===== config.mk =====
export PLATFORM = sky130hd
export DESIGN_NAME = hps_mod_cell
export DESIGN_NICKNAME = d
export VERILOG_FILES = /design/src/rtl/core/hps_pkg.sv /design/src/rtl/core/hps_mod_cell.sv
export SDC_FILE = /design/constraint.sdc
export NUM_CORES = 1
export LEC_CHECK = 0
export ABC_AREA = 1
export BUFFER_PORTS_ARGS = -buffer_cell sky130_fd_sc_hd__buf_2
export CORE_MARGIN = 2
export CORE_UTILIZATION = 35
export CTS_BUF_LIST = sky130_fd_sc_hd__clkbuf_8 sky130_fd_sc_hd__clkbuf_16
export DETAILED_ROUTE_END_ITERATION = 7
export PLACE_DENSITY_LB_ADDON = 0.15
export SETUP_SLACK_MARGIN = 0.15
export SKIP_LAST_GASP = 1
export SYNTH_ARGS = -nofsm -noshare
export SYNTH_HDL_FRONTEND = slang
export SYNTH_SLANG_ARGS = --single-unit
export TNS_END_PERCENT = 100

===== constraint.sdc =====
create_clock -name clk -period 28.3 [get_ports clk]
set_input_delay 0 -clock clk [delete_from_list [all_inputs] [get_ports clk]]
set_output_delay 0 -clock clk [all_outputs]
set_load 0.1 [all_outputs]

===== src/rtl/core/hps_pkg.sv =====
package hps_pkg;

    // Pipeline geometry.
    localparam int AddrBytes = 16;
    localparam int Ipv4Bytes = 4;
    localparam int MixCells  = AddrBytes + 2;
    localparam int ModBits   = 8;
    localparam int ModCells  = 64 / ModBits;
    localparam int Stages    = MixCells + ModCells;

    // FNV-1a 64-bit prime, 2^40 + 0x1B3; the start value is not the standard FNV-1a offset basis.
    localparam logic [63:0] FNV_OFFSET    = 64'd1469598103934665603;
    localparam logic [63:0] FNV_PRIME_LOW = 64'h0000_0000_0000_01B3;
    localparam int          FnvPrimeShift = 40;

    // Configuration register indexes.
    localparam logic [7:0] CFG_BASE_PORT     = 8'd0;
    localparam logic [7:0] CFG_CHANNEL_COUNT = 8'd1;
    localparam logic [7:0] CFG_IPV4_FAMILY   = 8'd2;
    localparam logic [7:0] CFG_IPV6_FAMILY   = 8'd3;

    typedef struct packed {
        logic [63:0]  hash;
        logic [127:0] addr;
        logic [15:0]  port;
        logic         is_ipv6;
    } hps_mix_t;

    typedef struct packed {
        logic [63:0] hash;
        logic [15:0] rem;
    } hps_mod_t;

    // One FNV-1a step: xor in the value, then multiply by the prime.
    function automatic logic [63:0] fnv_mix(input logic [63:0] h, input logic [15:0] v);
        logic [63:0] x;
        x = h ^ {48'd0, v};
        return (x << FnvPrimeShift) + (x * FNV_PRIME_LOW);
    endfunction

endpackage


===== src/rtl/core/hps_mod_cell.sv =====
module hps_mod_cell
    import hps_pkg::*;
(
    input  logic        clk,
    input  logic        load,
    input  logic [15:0] divisor,
    input  hps_mod_t    d,
    output hps_mod_t    q
);

    hps_mod_t q_reg;
    hps_mod_t q_next;

    // Restoring long division, ModBits (eight) dividend bits per cell.
    always_comb
    begin
        logic [16:0] t;
        logic [63:0] h;
        logic [15:0] r;
        h = d.hash;
        r = d.rem;
        for (int i = 0; i < ModBits; i++)
        begin
            t = {r, h[63]};
            h = h << 1;
            if (t >= {1'b0, divisor})
            begin
                t = t - {1'b0, divisor};
            end
            r = t[15:0];
        end
        q_next.hash = h;
        q_next.rem  = r;
    end

    always_ff @(posedge clk)
    begin
        if (load)
        begin
            q_reg <= q_next;
        end
    end

    assign q = q_reg;

endmodule


==> flow_summary.toml, run 1 <==
[final_layout]
drive_gt1_share_pct = 13.8
ff_latch_area_um2 = 2160
area_delta_synth_final_pct = 20.2
largest_reg_flops = 72
num_antenna_cells = 0
fillerInstances = 2931
multiInputGateArea_um2 = 6960
layout.nets = 1881

[die]
pin_count = 178
die-height_um = 173
coreArea_um2 = 28000
die_w_um = 173
num_rows = 61
dieArea_um2 = 30000
start_util_pct = 35.8

[sta]
post-route-period-util_pct = 64.3
rsz0062_at_grt = "no"
tightest_slew_ns = 0.905
min_period_ns = 18.20
final-hold-violation-count = 0
max_freq_mhz = 54.9
tns_ns = 0
max-slew-margin-rel_pct = 39.7
setup_viol = 0
slew_violations = 0

[drt]
vias_per_cell = 4.96
initialDrtViolationCount = 689
final_antenna_net_count = 0
wirelength_um = 32200
vias = 10100
drc = 0
wl_per_cell_um = 15.9
dr.pass1.iters = 5

[yosys]
synthMuxAreaShare_pct = 0
yosys-top-cells-count = "418 x nand2_1, 189 x inv_1, 128 x ha_1, 109 x a21oi_1, 89 x o21ai_0"
async_flop_share_pct = 0
synth-adder-area-share_pct = 17.6
syn_avg_cell_area_um2 = 7.01
yosys.area.top_type_share_pct = 21.6
synth-xor-area-share_pct = 8.92
synth_cell_types = 48
syn-cell-area_um2 = 10000
synth-edff-count = 72
yosys.area_share.simple_pct = 28.2
synth_top_family_by_area = "simple AND/OR/NAND/NOR gates"
yosys_most_used_dff = "edfxtp_1"
synthCells = 1429
yosys-top-cells-area = "edfxtp_1 22%, ha_1 16%, nand2_1 16%, inv_1 7.1%, a21oi_1 5.4%"
synth_seq_cells = 72
ys_warn_count = 0
synth.most_common_cell = "nand2_1"
ys_seq_area_share_pct = 21.6
yosys.area.top_type = "edfxtp_1"
synth_compound_area_share_pct = 14.4

[grt]
antenna_found_initial = 0
grt_pass1_vias = 9501
grt_pass1_wl_um = 50000
grt_max_degree = 73
grt-ovfl-total = 0
grtUsageTotal_pct = 20.9

[worst_setup_path]
cp-end-kind = "flip-flop"
cp.arrival_ns = 18.28
slowest_stage = "inv_1"
crit_required_ns = 28.38
cp_max_fo = 27
crit_top_cell = "nand2_1"
startpoint_type = "input port"
path_class = "in2reg"
max_stage_delay_ns = 0.52

[clock_network]
cts_made_buffers = 9
postCtsResizedCells = 0
cts-htree-levels = 3
cts-root-buf = "clkbuf_16"
clk_path_buf_depth = 2
clkTransAtPathRegs_ns = 0.06
cts_tree = "built"
clock-sinks = 72

[placement]
port_buffers = 169
dp_hpwl_um = 25700
gp_congestion = 0.907

[flow_run]
cap_violations = 0

[status]
status = "finished clean"

[hold_path]
holdCritPathClass = "in2reg"
==> logic make-up after synthesis <==
| logic type | Yosys count |
|---|---|
| other | 1 |
| xor gates and xnor gates | 102 |
| buffers and inverters | 220 |
| and+or+nand+nor | 636 |
| AOI/OAI and AO/OA | 262 |
| adders and majority gates | 136 |
| DFF | 72 |
==> worst max-delay path: cells and delay by family <==
family	cells	cell delay, ns
AOI/OAI and AO/OA	38	7.42
and+or+nand+nor	50	6.12
adders and majority gates	8	2.72
buffers and inverters	10	1.91
xor gates and xnor gates	1	0.06
==> final timing paths <==
kind | end | from | slack (ns) | depth (start not counted)
max | q[13] | divisor[11] | 10.10 | 107
min | q[1] | d[73] | 0.22 | 5
==> repair_timing <==
item                                   in CTS  in global routing
hold buffers                               57                  0
setup buffers                               0                  0
endpoints found under the hold margin      57                  0
==> through the flow <==
stage                     area, um^2  hold WS, ns  util, %  cells  worst slack [ns]
after floorplan                10000       0.0989        -   1436             13.42
after global placement         11200        0.177     39.9   1957             10.43
after detailed placement       11200        0.178     39.9   1957             10.02
after CTS                      12000        0.212     43.0   2030             10.34
after global routing           12000        0.259     43.0   2030              8.21
final                          12000        0.221     43.0   2030             10.10
==> per-layer routing <==
layer	GRT usage, %	up-vias	routed length [um]
met2	38.6	229	16300
li1	-	5188	-
met3	1.82	41	1070
met1	26.1	4604	14100
met5	0	-	0
met4	5.26	0	738
==> cell type report <==
| class | count | share of cell area (%) |
|---|---|---|
| Clock buffer | 9 | 1.87 |
| Clock inverter | 7 | 0.582 |
| Inverter | 192 | 5.99 |
| Multi-Input combinational cell | 1144 | 57.8 |
| Sequential cell | 72 | 18.0 |
| Tap cell | 378 | 3.93 |
| Timing Repair Buffer | 228 | 11.9 |
==> cell usage in the layout, fill, tap and decap left out, types with 57 or more instances in the layout <==
cell type and instances:
nand2_1 418, xor2_1 60, nor2_1 64, a21oi_1 109, edfxtp_1 72, o21ai_0 89
buf_2 169, dlygate4sd3_1 57, nand3_1 85, ha_1 128, inv_1 189
Power of run 1 is not shown: default switching activity piles up to over one toggle a cycle in this logic, so the estimate is an artifact.
==> inputs of run 2 (changes only) <==
clock period = 15.3 ns   (was 28.3 ns; I/O delays follow)
==> run 2 against run 1 <==
Effect of this change: via count increased by 5.8%; die area stayed put; global-route usage increased by 0.52 points; critical path depth fell by 4; sequential share of layout area decreased by 2.2 points; first-iteration DRC count fell by 3.8%; cell area is 14% higher; flip-flop and latch count did not move; non-clock buffer count grew 118; routed wire length is 6.0% higher; final cell count increased by 6.0%; core utilization increased by 6.0 points.
==> flow_summary.toml, run 2 (synthesis gave the netlist of run 1 again) <==
[status]
status = "finished clean"

[drt]
dr.pass1.iters = 7
wirelength_um = 34200
wl_per_cell_um = 15.9
final_antenna_net_count = 0
vias_per_cell = 4.95
drc = 0
initialDrtViolationCount = 663
vias = 10700

[final_layout]
final_common_cell = "nand2_1"
layout.nets = 2002
drive_gt1_share_pct = 26.5
final_cell_mix = "405 x nand2_1, 183 x inv_1, 169 x buf_2"
area_delta_synth_final_pct = 37.0
multiInputGateArea_um2 = 7690
ff_latch_area_um2 = 2160
num_antenna_cells = 0
fillerInstances = 2822
largest_reg_flops = 72
instances_no_fill = 2151

[sta]
min_period_ns = 14.24
setup_viol = 0
final-hold-violation-count = 0
slew_violations = 0
max_freq_mhz = 70.2
tightest_slew_ns = 0.898
setup_slack_ns = 1.06
max-slew-margin-rel_pct = 40.1
tns_ns = 0
whs_ns = 0.187
post-route-period-util_pct = 93.0

[worst_setup_path]
startpoint_type = "input port"
cp-end-kind = "flip-flop"
crit_required_ns = 15.37
slowest_stage = "ha_2"
cp_max_fo = 14
path_class = "in2reg"
cp.arrival_ns = 14.30
max_stage_delay_ns = 0.39
crit_top_cell = "nand2_1"

[grt]
grt-ovfl-total = 0
grtUsageTotal_pct = 21.4
grt_max_degree = 73
grt_pass1_vias = 10000
antenna_found_initial = 0
grt_pass1_wl_um = 51600

[placement]
dp.cells = 2041
dp_hpwl_um = 27000
gp_congestion = 0.936
port_buffers = 169
dp_slack_ns = -0.387

[die]
start_util_pct = 35.8
num_rows = 61
dieArea_um2 = 30000
die-height_um = 173
pin_count = 178
coreArea_um2 = 28000
die_w_um = 173

[flow_run]
cap_violations = 0

[clock_network]
clkTransAtPathRegs_ns = 0.06
cts_tree = "built"
cts_made_buffers = 9
cts-root-buf = "clkbuf_16"
clock-sinks = 72
cts-htree-levels = 3
clk_path_buf_depth = 2

[hold_path]
holdCritPathClass = "in2reg"
run 2: final cells by class:
class / instances / area share (%)
Multi-Input combinational cell: 1147 / 56.0
Timing Repair Buffer: 346 / 17.3
Sequential cell: 72 / 15.8
Inverter: 192 / 5.33
Tap cell: 378 / 3.45
Clock buffer: 9 / 1.64
Clock inverter: 7 / 0.520
run 2: metal layers:
metal / GRT usage [%] / up-vias / routed length, um
met5: 0 / - / 0
met1: 27.6 / 4877 / 15200
li1: - / 5439 / -
met2: 38.6 / 277 / 16800
met4: 5.08 / 0 / 712
met3: 1.91 / 57 / 1420
run 2: repair_timing:
action                     in CTS  in global routing
setup buffers                   0                 32
pin swaps                       0                 47
resized for setup               5                186
hold endpoints to repair       57                  0
hold buffers                   57                  0
cloned                          0                  5
setup endpoints to repair      16                 16
run 2: metrics by stage:
| step | util, % | cell area, um^2 |
|---|---|---|
| final | 49.0 | 13700 |
| after global routing | 49.0 | 13700 |
| after CTS | 45.2 | 12700 |
| after detailed placement | 42.1 | 11800 |
| after global placement | 42.1 | 11800 |
| after floorplan | - | 10000 |
run 2: worst paths after layout:
check                 slack [ns]    end  depth (start not counted)         from
worst min-delay path        0.19   q[1]                          5        d[73]
worst max-delay path        1.06  q[15]                        103  divisor[12]
run 2: worst max-delay path: cells and delay by family:
family,cells,cell delay [ns]
AOI/OAI and AO/OA,29,4.22
and+or+nand+nor,49,5.07
buffers and inverters,17,2.35
adders and majority gates,8,2.62
Power of run 2 is left out for the same reason.
==> inputs of run 3 (changes only) <==
CTS_CLUSTER_SIZE = 16   (was unset)
MAX_ROUTING_LAYER = met4   (was unset)
==> run 3 against run 2 <==
Effect of this change: maximum frequency grew 0.54%; sequential share of layout area grew 0.36 points; global-route usage grew 0.79 points; routed wire length shrank 0.97%; flip-flop and latch count is the same; final cell count shrank 0.46%; highest routed layer unchanged; via count shrank 0.38%.
==> flow_summary.toml, run 3 (synthesis gave the netlist of run 1 again) <==
[status]
status = "finished clean"

[die]
start_util_pct = 35.8
dieArea_um2 = 30000
die-height_um = 173
coreArea_um2 = 28000
num_rows = 61
die_w_um = 173
pin_count = 178

[sta]
max_freq_mhz = 70.6
whs_ns = 0.182
slew_violations = 0
setup_viol = 0
max-slew-margin-rel_pct = 39.4
post-route-period-util_pct = 92.5
rsz0062_at_grt = "no"
min_period_ns = 14.16
final-hold-violation-count = 0
tightest_slew_ns = 0.909

[placement]
port_buffers = 169
place_area_um2 = 11800
dp_hpwl_um = 27100
gp_congestion = 0.967

[worst_setup_path]
cp.arrival_ns = 14.23
slowest_stage = "ha_2"
crit_buf_inv = 17
cp_top_family = "compound AO/OA/AOI/OAI gates"
crit_top_cell = "nand2_1"
max_stage_delay_ns = 0.39
path_class = "in2reg"
crit_required_ns = 15.37
cp_max_fo = 9
cp-end-kind = "flip-flop"
startpoint_type = "input port"

[grt]
grt_max_degree = 73
grt_pass1_wl_um = 52000
grt_pass1_vias = 9997
grt-ovfl-total = 0
grtUsageTotal_pct = 22.2
antenna_found_initial = 0

[flow_run]
cap_violations = 0

[final_layout]
fin_area_um2 = 13400
drive_gt1_share_pct = 23.9
final_common_cell = "nand2_1"
final_util_pct = 47.9
layout.nets = 1992
largest_reg_flops = 72
num_antenna_cells = 0
area_delta_synth_final_pct = 33.9
final_cell_mix = "410 x nand2_1, 184 x inv_1, 167 x buf_2"
fillerInstances = 2849

[drt]
vias = 10600
final_antenna_net_count = 0
dr.pass1.iters = 5
initialDrtViolationCount = 571
drc = 0
wirelength_um = 33800
wl_per_cell_um = 15.8
vias_per_cell = 4.96

[hold_path]
holdCritPathClass = "in2reg"

[clock_network]
cts_made_buffers = 9
cts-htree-levels = 3
cts-root-buf = "clkbuf_16"
clkTransAtPathRegs_ns = 0.06
clk_path_buf_depth = 2
cts_tree = "built"
clock-sinks = 72
==> run 3: cell types whose count changed in the layout (fill, tap and decap cells not counted), sizes merged <==
cell,before,now
buf,287,277
bufinv,1,2
clkinvlp,3,1
clkinv,2,3
==> run 3: through the flow <==
stage               setup TNS [ns]  std cells  setup WS [ns]
finish                           0       2141           1.14
global route                     0       2141         0.0541
CTS                              0       2118          0.185
detailed placement           -3.91       2045         -0.295
global placement             -1.56       2045         -0.155
floorplan                        0       1436          0.424
==> run 3: path summary, 6_finish.rpt <==
check / start / to / slack, ns / cells after the start
min: d[73] / q[1] / 0.18 / 5
max: divisor[0] / q[15] / 1.14 / 108
==> run 3: tightest hold or removal path: cells and delay by family <==
kind / cells / cell delay (ns)
simple gates: 4 / 0.31
buf+inv: 1 / 0.09
==> run 3: cell type report <==
type / count / area [um^2] / area share [%]
Timing Repair Buffer: 336 / 2270 / 16.9
Clock inverter: 7 / 93.8 / 0.699
Multi-Input combinational cell: 1147 / 7460 / 55.6
Sequential cell: 72 / 2160 / 16.1
Clock buffer: 9 / 225 / 1.68
Tap cell: 378 / 473 / 3.53
Inverter: 192 / 728 / 5.43
==> run 3: timing repair <==
item / 4_1_cts / 5_1_grt
setup buffers: 0 / 20
hold buffers: 57 / 0
gates cloned: 0 / 3
hold endpoints to repair: 57 / 0
pin swaps: 0 / 30
setup endpoints to repair: 16 / 16
resized for setup: 5 / 139
==> run 3: per-layer routing <==
metal	share of wire (%)	wire [um]	GRT usage (%)
met2	49	16400	38.1
met3	4.3	1440	2.20
met4	2.2	755	5.37
met1	45	15200	28.1
met5	0	0	-
Power of run 3 is left out for the same reason.
