## src/rtl/core/hps_pkg.sv

```systemverilog
package hps_pkg;

    // Pipeline geometry.
    localparam int AddrBytes = 16;
    localparam int Ipv4Bytes = 4;
    localparam int MixCells  = AddrBytes + 2;
    localparam int ModBits   = 8;
    localparam int ModCells  = 64 / ModBits;
    localparam int Stages    = MixCells + ModCells;

    // FNV-1a 64-bit prime, 2^40 + 0x1B3; the start value is not the standard FNV-1a offset basis.
    localparam logic [63:0] FNV_OFFSET    = 64'd1469598103934665603;
    localparam logic [63:0] FNV_PRIME_LOW = 64'h0000_0000_0000_01B3;
    localparam int          FnvPrimeShift = 40;

    // Configuration register indexes.
    localparam logic [7:0] CFG_BASE_PORT     = 8'd0;
    localparam logic [7:0] CFG_CHANNEL_COUNT = 8'd1;
    localparam logic [7:0] CFG_IPV4_FAMILY   = 8'd2;
    localparam logic [7:0] CFG_IPV6_FAMILY   = 8'd3;

    typedef struct packed {
        logic [63:0]  hash;
        logic [127:0] addr;
        logic [15:0]  port;
        logic         is_ipv6;
    } hps_mix_t;

    typedef struct packed {
        logic [63:0] hash;
        logic [15:0] rem;
    } hps_mod_t;

    // One FNV-1a step: xor in the value, then multiply by the prime.
    function automatic logic [63:0] fnv_mix(input logic [63:0] h, input logic [15:0] v);
        logic [63:0] x;
        x = h ^ {48'd0, v};
        return (x << FnvPrimeShift) + (x * FNV_PRIME_LOW);
    endfunction

endpackage

```

## src/rtl/core/hps_mix_cell.sv

```systemverilog
module hps_mix_cell
    import hps_pkg::*;
(
    input  logic        clk,
    input  logic        load,
    input  logic        active,
    input  logic [15:0] value,
    input  hps_mix_t    d,
    output hps_mix_t    q
);

    hps_mix_t q_reg;
    hps_mix_t q_next;

    // The address moves up one byte per cell so the next byte is always on top.
    always_comb
    begin
        q_next      = d;
        q_next.addr = d.addr << 8;
        if (active)
        begin
            q_next.hash = fnv_mix(d.hash, value);
        end
    end

    always_ff @(posedge clk)
    begin
        if (load)
        begin
            q_reg <= q_next;
        end
    end

    assign q = q_reg;

endmodule

```

## config.mk

```make
export PLATFORM = sky130hd
export DESIGN_NAME = hps_mix_cell
export DESIGN_NICKNAME = d
export VERILOG_FILES = /design/src/rtl/core/hps_pkg.sv /design/src/rtl/core/hps_mix_cell.sv
export SDC_FILE = /design/constraint.sdc
export NUM_CORES = 1
export LEC_CHECK = 0
export ABC_AREA = 1
export BUFFER_PORTS_ARGS = -buffer_cell sky130_fd_sc_hd__buf_2
export CAP_MARGIN = 10
export CORE_ASPECT_RATIO = 0.9
export CORE_UTILIZATION = 45
export DETAILED_ROUTE_END_ITERATION = 10
export PLACE_DENSITY = 0.66
export SYNTH_ARGS = -nofsm -noshare
export SYNTH_HDL_FRONTEND = slang
export SYNTH_SLANG_ARGS = --single-unit
```

## constraint.sdc

```tcl
create_clock -name clk -period 5.5 [get_ports clk]
set_input_delay 1.1 -clock clk [delete_from_list [all_inputs] [get_ports clk]]
set_output_delay 1.1 -clock clk [all_outputs]
set_load 0.02 [all_outputs]
```

==> reports/metrics.yaml, run 1 <==
status:
  run_status: "finished, final reports clean"
cells_and_area:
  nets: 3870
  finalInstanceArea_mm2: 0.0274
  stdcell_count: 3873
  drive_gt1_frac: 0.281
  largest_reg_flops: 201
  layout_commonest_cell: "inv_1"
  final_cell_mix: "inv_1 (669), nand2_1 (595), buf_2 (419)"
  area_growth_pct: 30.9
clock_tree:
  cts_root_buffer: "clkbuf_16"
  cts_buffers: 22
  cts_tree: "built"
  cts_hold_buf: 0
  clock-sinks: 201
  cts_buffer_depth: 3
  path_clk_slew_ns: 0.06
  htree_levels: 1
die:
  core_area_mm2: 0.0456
  die_area_mm2: 0.0474
  die_x_um: 229
  ios: 437
  fp.dieH_um: 207
  start_util: 0.458
  num_rows: 74
setup_path:
  worstSetupEndpoint: "q[176]"
  start_kind: "input port"
  slowest_delay_ns: 0.52
  path_class: "in2reg"
  critPathSlowestCell: "fa_1"
  required_ns: 5.81
  cp.arrival_ns: 5.64
  critPathLaunch: "d[160]"
  critical_path.max_fanout: 4
  cp-end-kind: "flip-flop"
synthesis:
  synth-seq-cells: 201
  yosysWarningCount: 0
  synth_async_sr_flop_share: 0
  avgSynthCellArea_um2: 8.55
  seq_area_frac_synth: 0.288
  synth.largest_area_cell: "edfxtp_1"
  netlist_top_cells_area: "edfxtp_1 (29%), fa_1 (19%), ha_1 (12%)"
  ys_types: 36
  synth_top_area_frac: 0.288
  ys.flop_type: "edfxtp_1"
  netlist_instances: 2449
  synthesis.area_mm2: 0.0209
  synth-edff-count: 201
route:
  via_per_inst: 4.81
  ant_nets: 0
  wl_per_cell_um: 19.2
  firstDrtPassIters: 7
  drt-initial-drc-count: 1274
  drc: 0
  num_vias: 18600
  routed_wl_mm: 74.3
flow_run:
  maxCapViolations: 0
timing:
  setup_viol: 0
  slew_violations: 0
  relSlewSlack: 0.366
  fin_tns_setup_ns: 0
  fmax_ghz: 0.188
  min_period_over_period: 0.969
  period_minus_slack_ns: 5.33
  hold_violations: 0
  max_slew.worst_pin.slew_ns: 0.952
global_route:
  grt_pass1_wl_mm: 110
  grt_overflow: 0
  grt_antenna_before_repair: 5
  grt_max_degree: 121
  grt_pass1_vias: 18700
  grt_use_total: 0.313
placed_design:
  post-dp-hpwl_mm: 65.6
  placed_cell_area_mm2: 0.0265
  gp_congestion: 0.989
  port_buffers: 420
  dp_cells: 3827
min_path:
  hp-class: "in2reg"
==> per-stage QoR <==
step,setup WS (ns),hold WS (ns),util
finish,0.172,0.707,0.600
global route,-0.0304,0.689,0.600
detailed placement,-0.440,1.28,0.581
floorplan,0.362,1.20,-
global placement,-0.501,1.28,0.581
CTS,0.0636,0.680,0.597
==> cell type report <==
type | count | area [µm²]
Tap cell | 608 | 761
Fill cell | 4118 | 18300
Sequential cell | 201 | 6040
Inverter | 671 | 2520
Timing Repair Buffer | 786 | 4920
Multi-Input combinational cell | 1562 | 12400
Antenna cell | 5 | 12.5
Clock buffer | 23 | 554
Clock inverter | 17 | 170
==> critical path: cells and delay by family <==
kind	cells	cell delay [ns]
adder cells (fa/ha/maj)	6	2.03
AND/OR/NAND/NOR	9	1.14
buffers and inverters	8	0.80
XOR/XNOR	2	0.35
AO/OA/AOI/OAI	1	0.19
==> logic make-up after synthesis <==
| kind of cell | count (synthesis) | synth area share |
|---|---|---|
| other cells | 1 | 0.000179 |
| flops | 201 | 0.288 |
| xor+xnor | 132 | 0.0552 |
| compound gates | 151 | 0.0411 |
| simple gates | 873 | 0.182 |
| fa+ha+maj | 398 | 0.308 |
| buf+inv | 693 | 0.126 |
==> Yosys cell counts, types with 30 or more instances <==
master / count
inv_1: 670
nand2_1: 599
ha_1: 204
edfxtp_1: 201
fa_1: 194
nand3_1: 90
xnor2_1: 71
nor2_1: 61
xor2_1: 61
a21oi_1: 55
o21ai_0: 34
o22ai_1: 30
==> metal layers <==
metal,share of wire,global-route usage,vias to the layer above,wire [µm]
li1,-,-,9063,-
met1,0.44,0.419,8922,32900
met2,0.48,0.535,568,35500
met3,0.051,0.0376,89,3780
met4,0.029,0.0910,0,2180
met5,0,0,-,0
==> worst min path at each step <==
stage,startpoint,endpoint,depth (start not counted)
3_3_place_gp,d[33],q[41],1
6_report,d[96],q[104],1
2_1_floorplan,d[0],q[0],0
3_5_place_dp,d[7],q[7],1
4_1_cts,d[54],q[62],1
5_1_grt,d[16],q[16],1
==> timing repair <==
action	in CTS	in global routing
setup endpoints to repair	0	41
buffers inserted	0	1
resized for setup	0	25
endpoints found under the hold margin	0	0
Power of run 1 is not shown: default switching activity piles up to over one toggle a cycle in this logic, so the estimate is an artifact.
==> run 2, diff against run 1 <==
CELL_PAD_IN_SITES_DETAIL_PLACEMENT = 0   (was unset)
CELL_PAD_IN_SITES_GLOBAL_PLACEMENT = 1   (was unset)
CORE_UTILIZATION = 42   (was 45)
PLACE_DENSITY = 0.8   (was 0.66)
==> reports/metrics.yaml, run 2 (synthesized netlist as in run 1, its figures left out) <==
setup_path:
  critical_path.max_fanout: 4
  worst_path_dominant_cell_family: "adder cells"
  slowest_delay_ns: 0.52
  worstSetupEndpoint: "q[180]"
  crit_path_frequent_cell: "nand2_1"
  crit_cells: 24
  cp_cell_sequence: "buf_2, xnor2_1, buf_4, inv_1, ha_1, xor2_1, ha_1, o21bai_1, fa_1, inv_1, fa_1, inv_1, ha_1, ha_1, nand2_1, nand2_1, nand2_1, nand2_1, a21oi_1, nand3_2, nand3_2, nand3b_1, nand3_1, nand2_1"
  critPathSlowestCell: "fa_1"
  critPathLaunch: "value[15]"
  cp.arrival_ns: 5.56
  cp-end-kind: "flip-flop"
  start_kind: "input port"
  path_class: "in2reg"
  crit_buf_inv: 5
  required_ns: 5.81
global_route:
  top_usage_layer: "met2"
  grt_max_degree: 106
  grt_pass1_wl_mm: 111
  grtUsageMet3: 0.0492
  grt_antenna_before_repair: 4
  use_met1: 0.385
  grt_use_total: 0.299
  grt_pass1_vias: 18500
  grt_overflow: 0
  met2_usage: 0.509
die:
  core_area_mm2: 0.0491
  start_util: 0.426
  fp.dieH_um: 214
  die_x_um: 237
  num_rows: 77
  ios: 437
  die_area_mm2: 0.0507
timing:
  setup_viol: 0
  worst_slack_ns: 0.252
  rsz0062_at_grt: "false"
  max_slew.worst_pin.slew_ns: 0.970
  period_minus_slack_ns: 5.25
  min_period_over_period: 0.954
  hold_violations: 0
  relSlewSlack: 0.354
  fmax_ghz: 0.191
  slew_violations: 0
status:
  run_status: "finished, final reports clean"
cells_and_area:
  largest_reg_flops: 201
  fill_cells: 4668
  stdcell_count: 3898
  final_util: 0.558
  drive_gt1_frac: 0.280
  final_cell_mix: "inv_1 (669), nand2_1 (598), buf_2 (419)"
  layout_commonest_cell: "inv_1"
  nets: 3872
  area_growth_pct: 31.1
clock_tree:
  path_clk_slew_ns: 0.07
  cts_buffer_depth: 3
  clock-sinks: 201
  cts_root_buffer: "clkbuf_16"
  postCtsSetupRepairBufs: 0
  htree_levels: 1
  cts_tree: "built"
  cts_hold_buf: 0
  cts_buffers: 23
placed_design:
  place_ws_ns: -0.658
  dp_cells: 3853
  gp_congestion: 0.987
  post-dp-hpwl_mm: 67.5
  port_buffers: 420
route:
  wl_per_cell_um: 19.6
  firstDrtPassIters: 5
  routed_wl_mm: 76.3
  num_vias: 18600
  via_per_inst: 4.78
  drc: 0
  ant_nets: 0
  drt-initial-drc-count: 1178
min_path:
  hp-class: "in2reg"
flow_run:
  maxCapViolations: 0
run 2: changes by cell type in the layout (fill, tap and decap cells not counted), moves of 2 or more:
cell / change
clkinv_4: +2
nor2_1: +3
xnor2_2: -2
nand2_2: -2
diode_2: -2
nor2_4: -3
buf_4: +2
nand2_1: +3
run 2: through the flow:
step	setup TNS (ns)	area [µm²]	hold WS (ns)
6_report	0	27400	0.700
5_1_grt	0	27400	0.693
4_1_cts	0	27300	0.678
3_5_place_dp	-23.38	26500	1.28
3_3_place_gp	-24.07	26500	1.28
2_1_floorplan	0	21000	1.20
run 2: what timing repair did:
action	4_1_cts	5_1_grt
cloned	0	0
resized for setup	1	13
hold endpoints to repair	0	0
pin swaps	0	0
setup endpoints to repair	4	39
run 2: final cells by class:
class,instances,area (µm²),share of cell area
Multi-Input combinational cell,1562,12400,0.451
Sequential cell,201,6040,0.220
Timing Repair Buffer,787,4920,0.179
Inverter,671,2520,0.0918
Tap cell,632,791,0.0288
Clock buffer,24,579,0.0211
Clock inverter,18,201,0.00734
Antenna cell,3,7.51,0.000274
run 2: layer usage:
layer	routed length, µm	share of wire
met2	36000	0.47
met4	3040	0.040
met1	32300	0.42
met3	4850	0.064
met5	17	0.00022
run 2: worst min-delay path by stage:
stage               startpoint    end  slack (ns)  cells past startpoint
floorplan                 d[0]   q[0]        1.20                      0
global placement         d[52]  q[60]        1.28                      1
detailed placement       d[83]  q[91]        1.28                      1
CTS                      d[81]  q[89]        0.68                      1
global route             d[69]  q[77]        0.69                      1
finish                   d[69]  q[77]        0.70                      1
Power of run 2 is left out for the same reason.
==> run 3, diff against run 2 <==
PLACE_DENSITY = unset   (was 0.8)
PLACE_DENSITY_LB_ADDON = 0.1   (was unset)
==> reports/metrics.yaml, run 3 (synthesized netlist as in run 1, its figures left out) <==
setup_path:
  cp-end-kind: "flip-flop"
  path_class: "in2reg"
  crit_path_frequent_cell: "ha_1"
  critPathSlowestCell: "fa_1"
  slowest_delay_ns: 0.49
  start_kind: "input port"
  cp.arrival_ns: 5.59
  cp_cell_sequence: "buf_2, xor2_1, ha_1, xor2_1, ha_1, or2_2, fa_1, fa_1, ha_1, ha_1, nand2_1, nor2_1, nand3_1, nand2_2, nand2_1, nand2_1, buf_4, xnor2_1, o21ai_0, buf_4"
  critical_path.max_fanout: 5
  required_ns: 5.79
cells_and_area:
  fill_cells: 4703
  area_growth_pct: 31.5
  drive_gt1_frac: 0.283
  largest_reg_flops: 201
  final_cell_mix: "inv_1 (669), nand2_1 (597), buf_2 (419)"
  multi_input_area_mm2: 0.0123
  nets: 3901
  layout_commonest_cell: "inv_1"
  register_area_mm2: 0.00604
  diodes: 0
clock_tree:
  cts_buffers: 23
  cts_tree: "built"
  cts_root_buffer: "clkbuf_16"
  cts_buffer_depth: 3
  clock-sinks: 201
  htree_levels: 1
  path_clk_slew_ns: 0.06
route:
  via_per_inst: 4.67
  drc: 1
  ant_nets: 0
  drt-initial-drc-count: 1028
  firstDrtPassIters: 8
  routed_wl_mm: 72.5
  wl_per_cell_um: 18.5
  num_vias: 18300
global_route:
  use_met1: 0.382
  grt_antenna_before_repair: 0
  met2_usage: 0.494
  top_usage_layer: "met2"
  grt_overflow: 0
  grt_max_degree: 94
  grtUsageMet3: 0.0309
  grt_pass1_vias: 18400
  grt_pass1_wl_mm: 108
  grt_use_total: 0.285
die:
  core_area_mm2: 0.0491
  fp.dieH_um: 214
  die_area_mm2: 0.0507
  start_util: 0.426
  num_rows: 77
  die_x_um: 237
  ios: 437
timing:
  hold_violations: 0
  worst_slack_ns: 0.206
  relSlewSlack: 0.207
  rsz0062_at_grt: "true"
  setup_viol: 0
  max_slew.worst_pin.slew_ns: 1.19
  fmax_ghz: 0.189
  period_minus_slack_ns: 5.29
  min_period_over_period: 0.963
  slew_violations: 0
min_path:
  min_path_cells: 1
  hp-class: "in2reg"
  hp-start: "d[85]"
  holdPathEnd: "q[93]"
placed_design:
  place_ws_ns: -0.404
  port_buffers: 420
  gp_congestion: 0.938
  post-dp-hpwl_mm: 64.0
flow_run:
  maxCapViolations: 0
status:
  violations: "design-rule violations"
  run_status: "finished with violations"
==> run 3: changes by cell type in the layout (fill, tap and decap cells not counted), moves of 3 or more <==
cell / before / now
buf_4: 363 / 393
xnor2_1: 62 / 71
xnor2_2: 7 / 0
clkinvlp_4: 4 / 0
clkbuf_1: 1 / 4
diode_2: 3 / 0
==> run 3: worst max-delay path by stage <==
stage	startpoint	to	slack, ns
after global routing	value[15]	q[208]	-0.03
after floorplan	value[14]	q[201]	0.36
after CTS	value[5]	q[167]	0.19
final	value[2]	q[161]	0.21
after detailed placement	value[15]	q[207]	-0.40
after global placement	value[15]	q[207]	-0.38
==> run 3: what timing repair did <==
action	in CTS	in global routing
setup buffers	0	1
endpoints found under the setup margin	0	12
hold buffers	0	0
gates resized for setup	0	7
==> run 3: stage by stage <==
step | instance area (µm²) | hold WS [ns] | setup TNS (ns) | instances | utilization
6_report | 27500 | 0.695 | 0 | 3922 | 0.560
4_1_cts | 27500 | 0.664 | 0 | 3921 | 0.560
5_1_grt | 27500 | 0.672 | -0.0946 | 3922 | 0.560
2_1_floorplan | 21000 | 1.20 | 0 | 2456 | -
3_3_place_gp | 26700 | 1.28 | -11.91 | 3881 | 0.544
3_5_place_dp | 26700 | 1.28 | -11.93 | 3881 | 0.544
==> run 3: metal layers <==
layer	share of wire	wire, µm
met1	0.45	32300
met2	0.48	34900
met3	0.047	3390
met4	0.026	1870
met5	0	0
==> run 3: cell type report <==
type	instances	share of cell area
clock buffer	27	0.0215
clock inverter	13	0.00596
inverter	671	0.0915
multi-input combinational	1562	0.447
sequential	201	0.219
tap	632	0.0287
timing repair buffer	816	0.186
==> run 3: critical path: cells and delay by family <==
| family | cells | cell delay (ns) |
|---|---|---|
| adder cells (fa/ha/maj) | 6 | 2.08 |
| AND/OR/NAND/NOR | 7 | 1.16 |
| XOR/XNOR | 3 | 0.59 |
| buffers and inverters | 3 | 0.50 |
| AO/OA/AOI/OAI | 1 | 0.16 |
Power of run 3 is left out for the same reason.
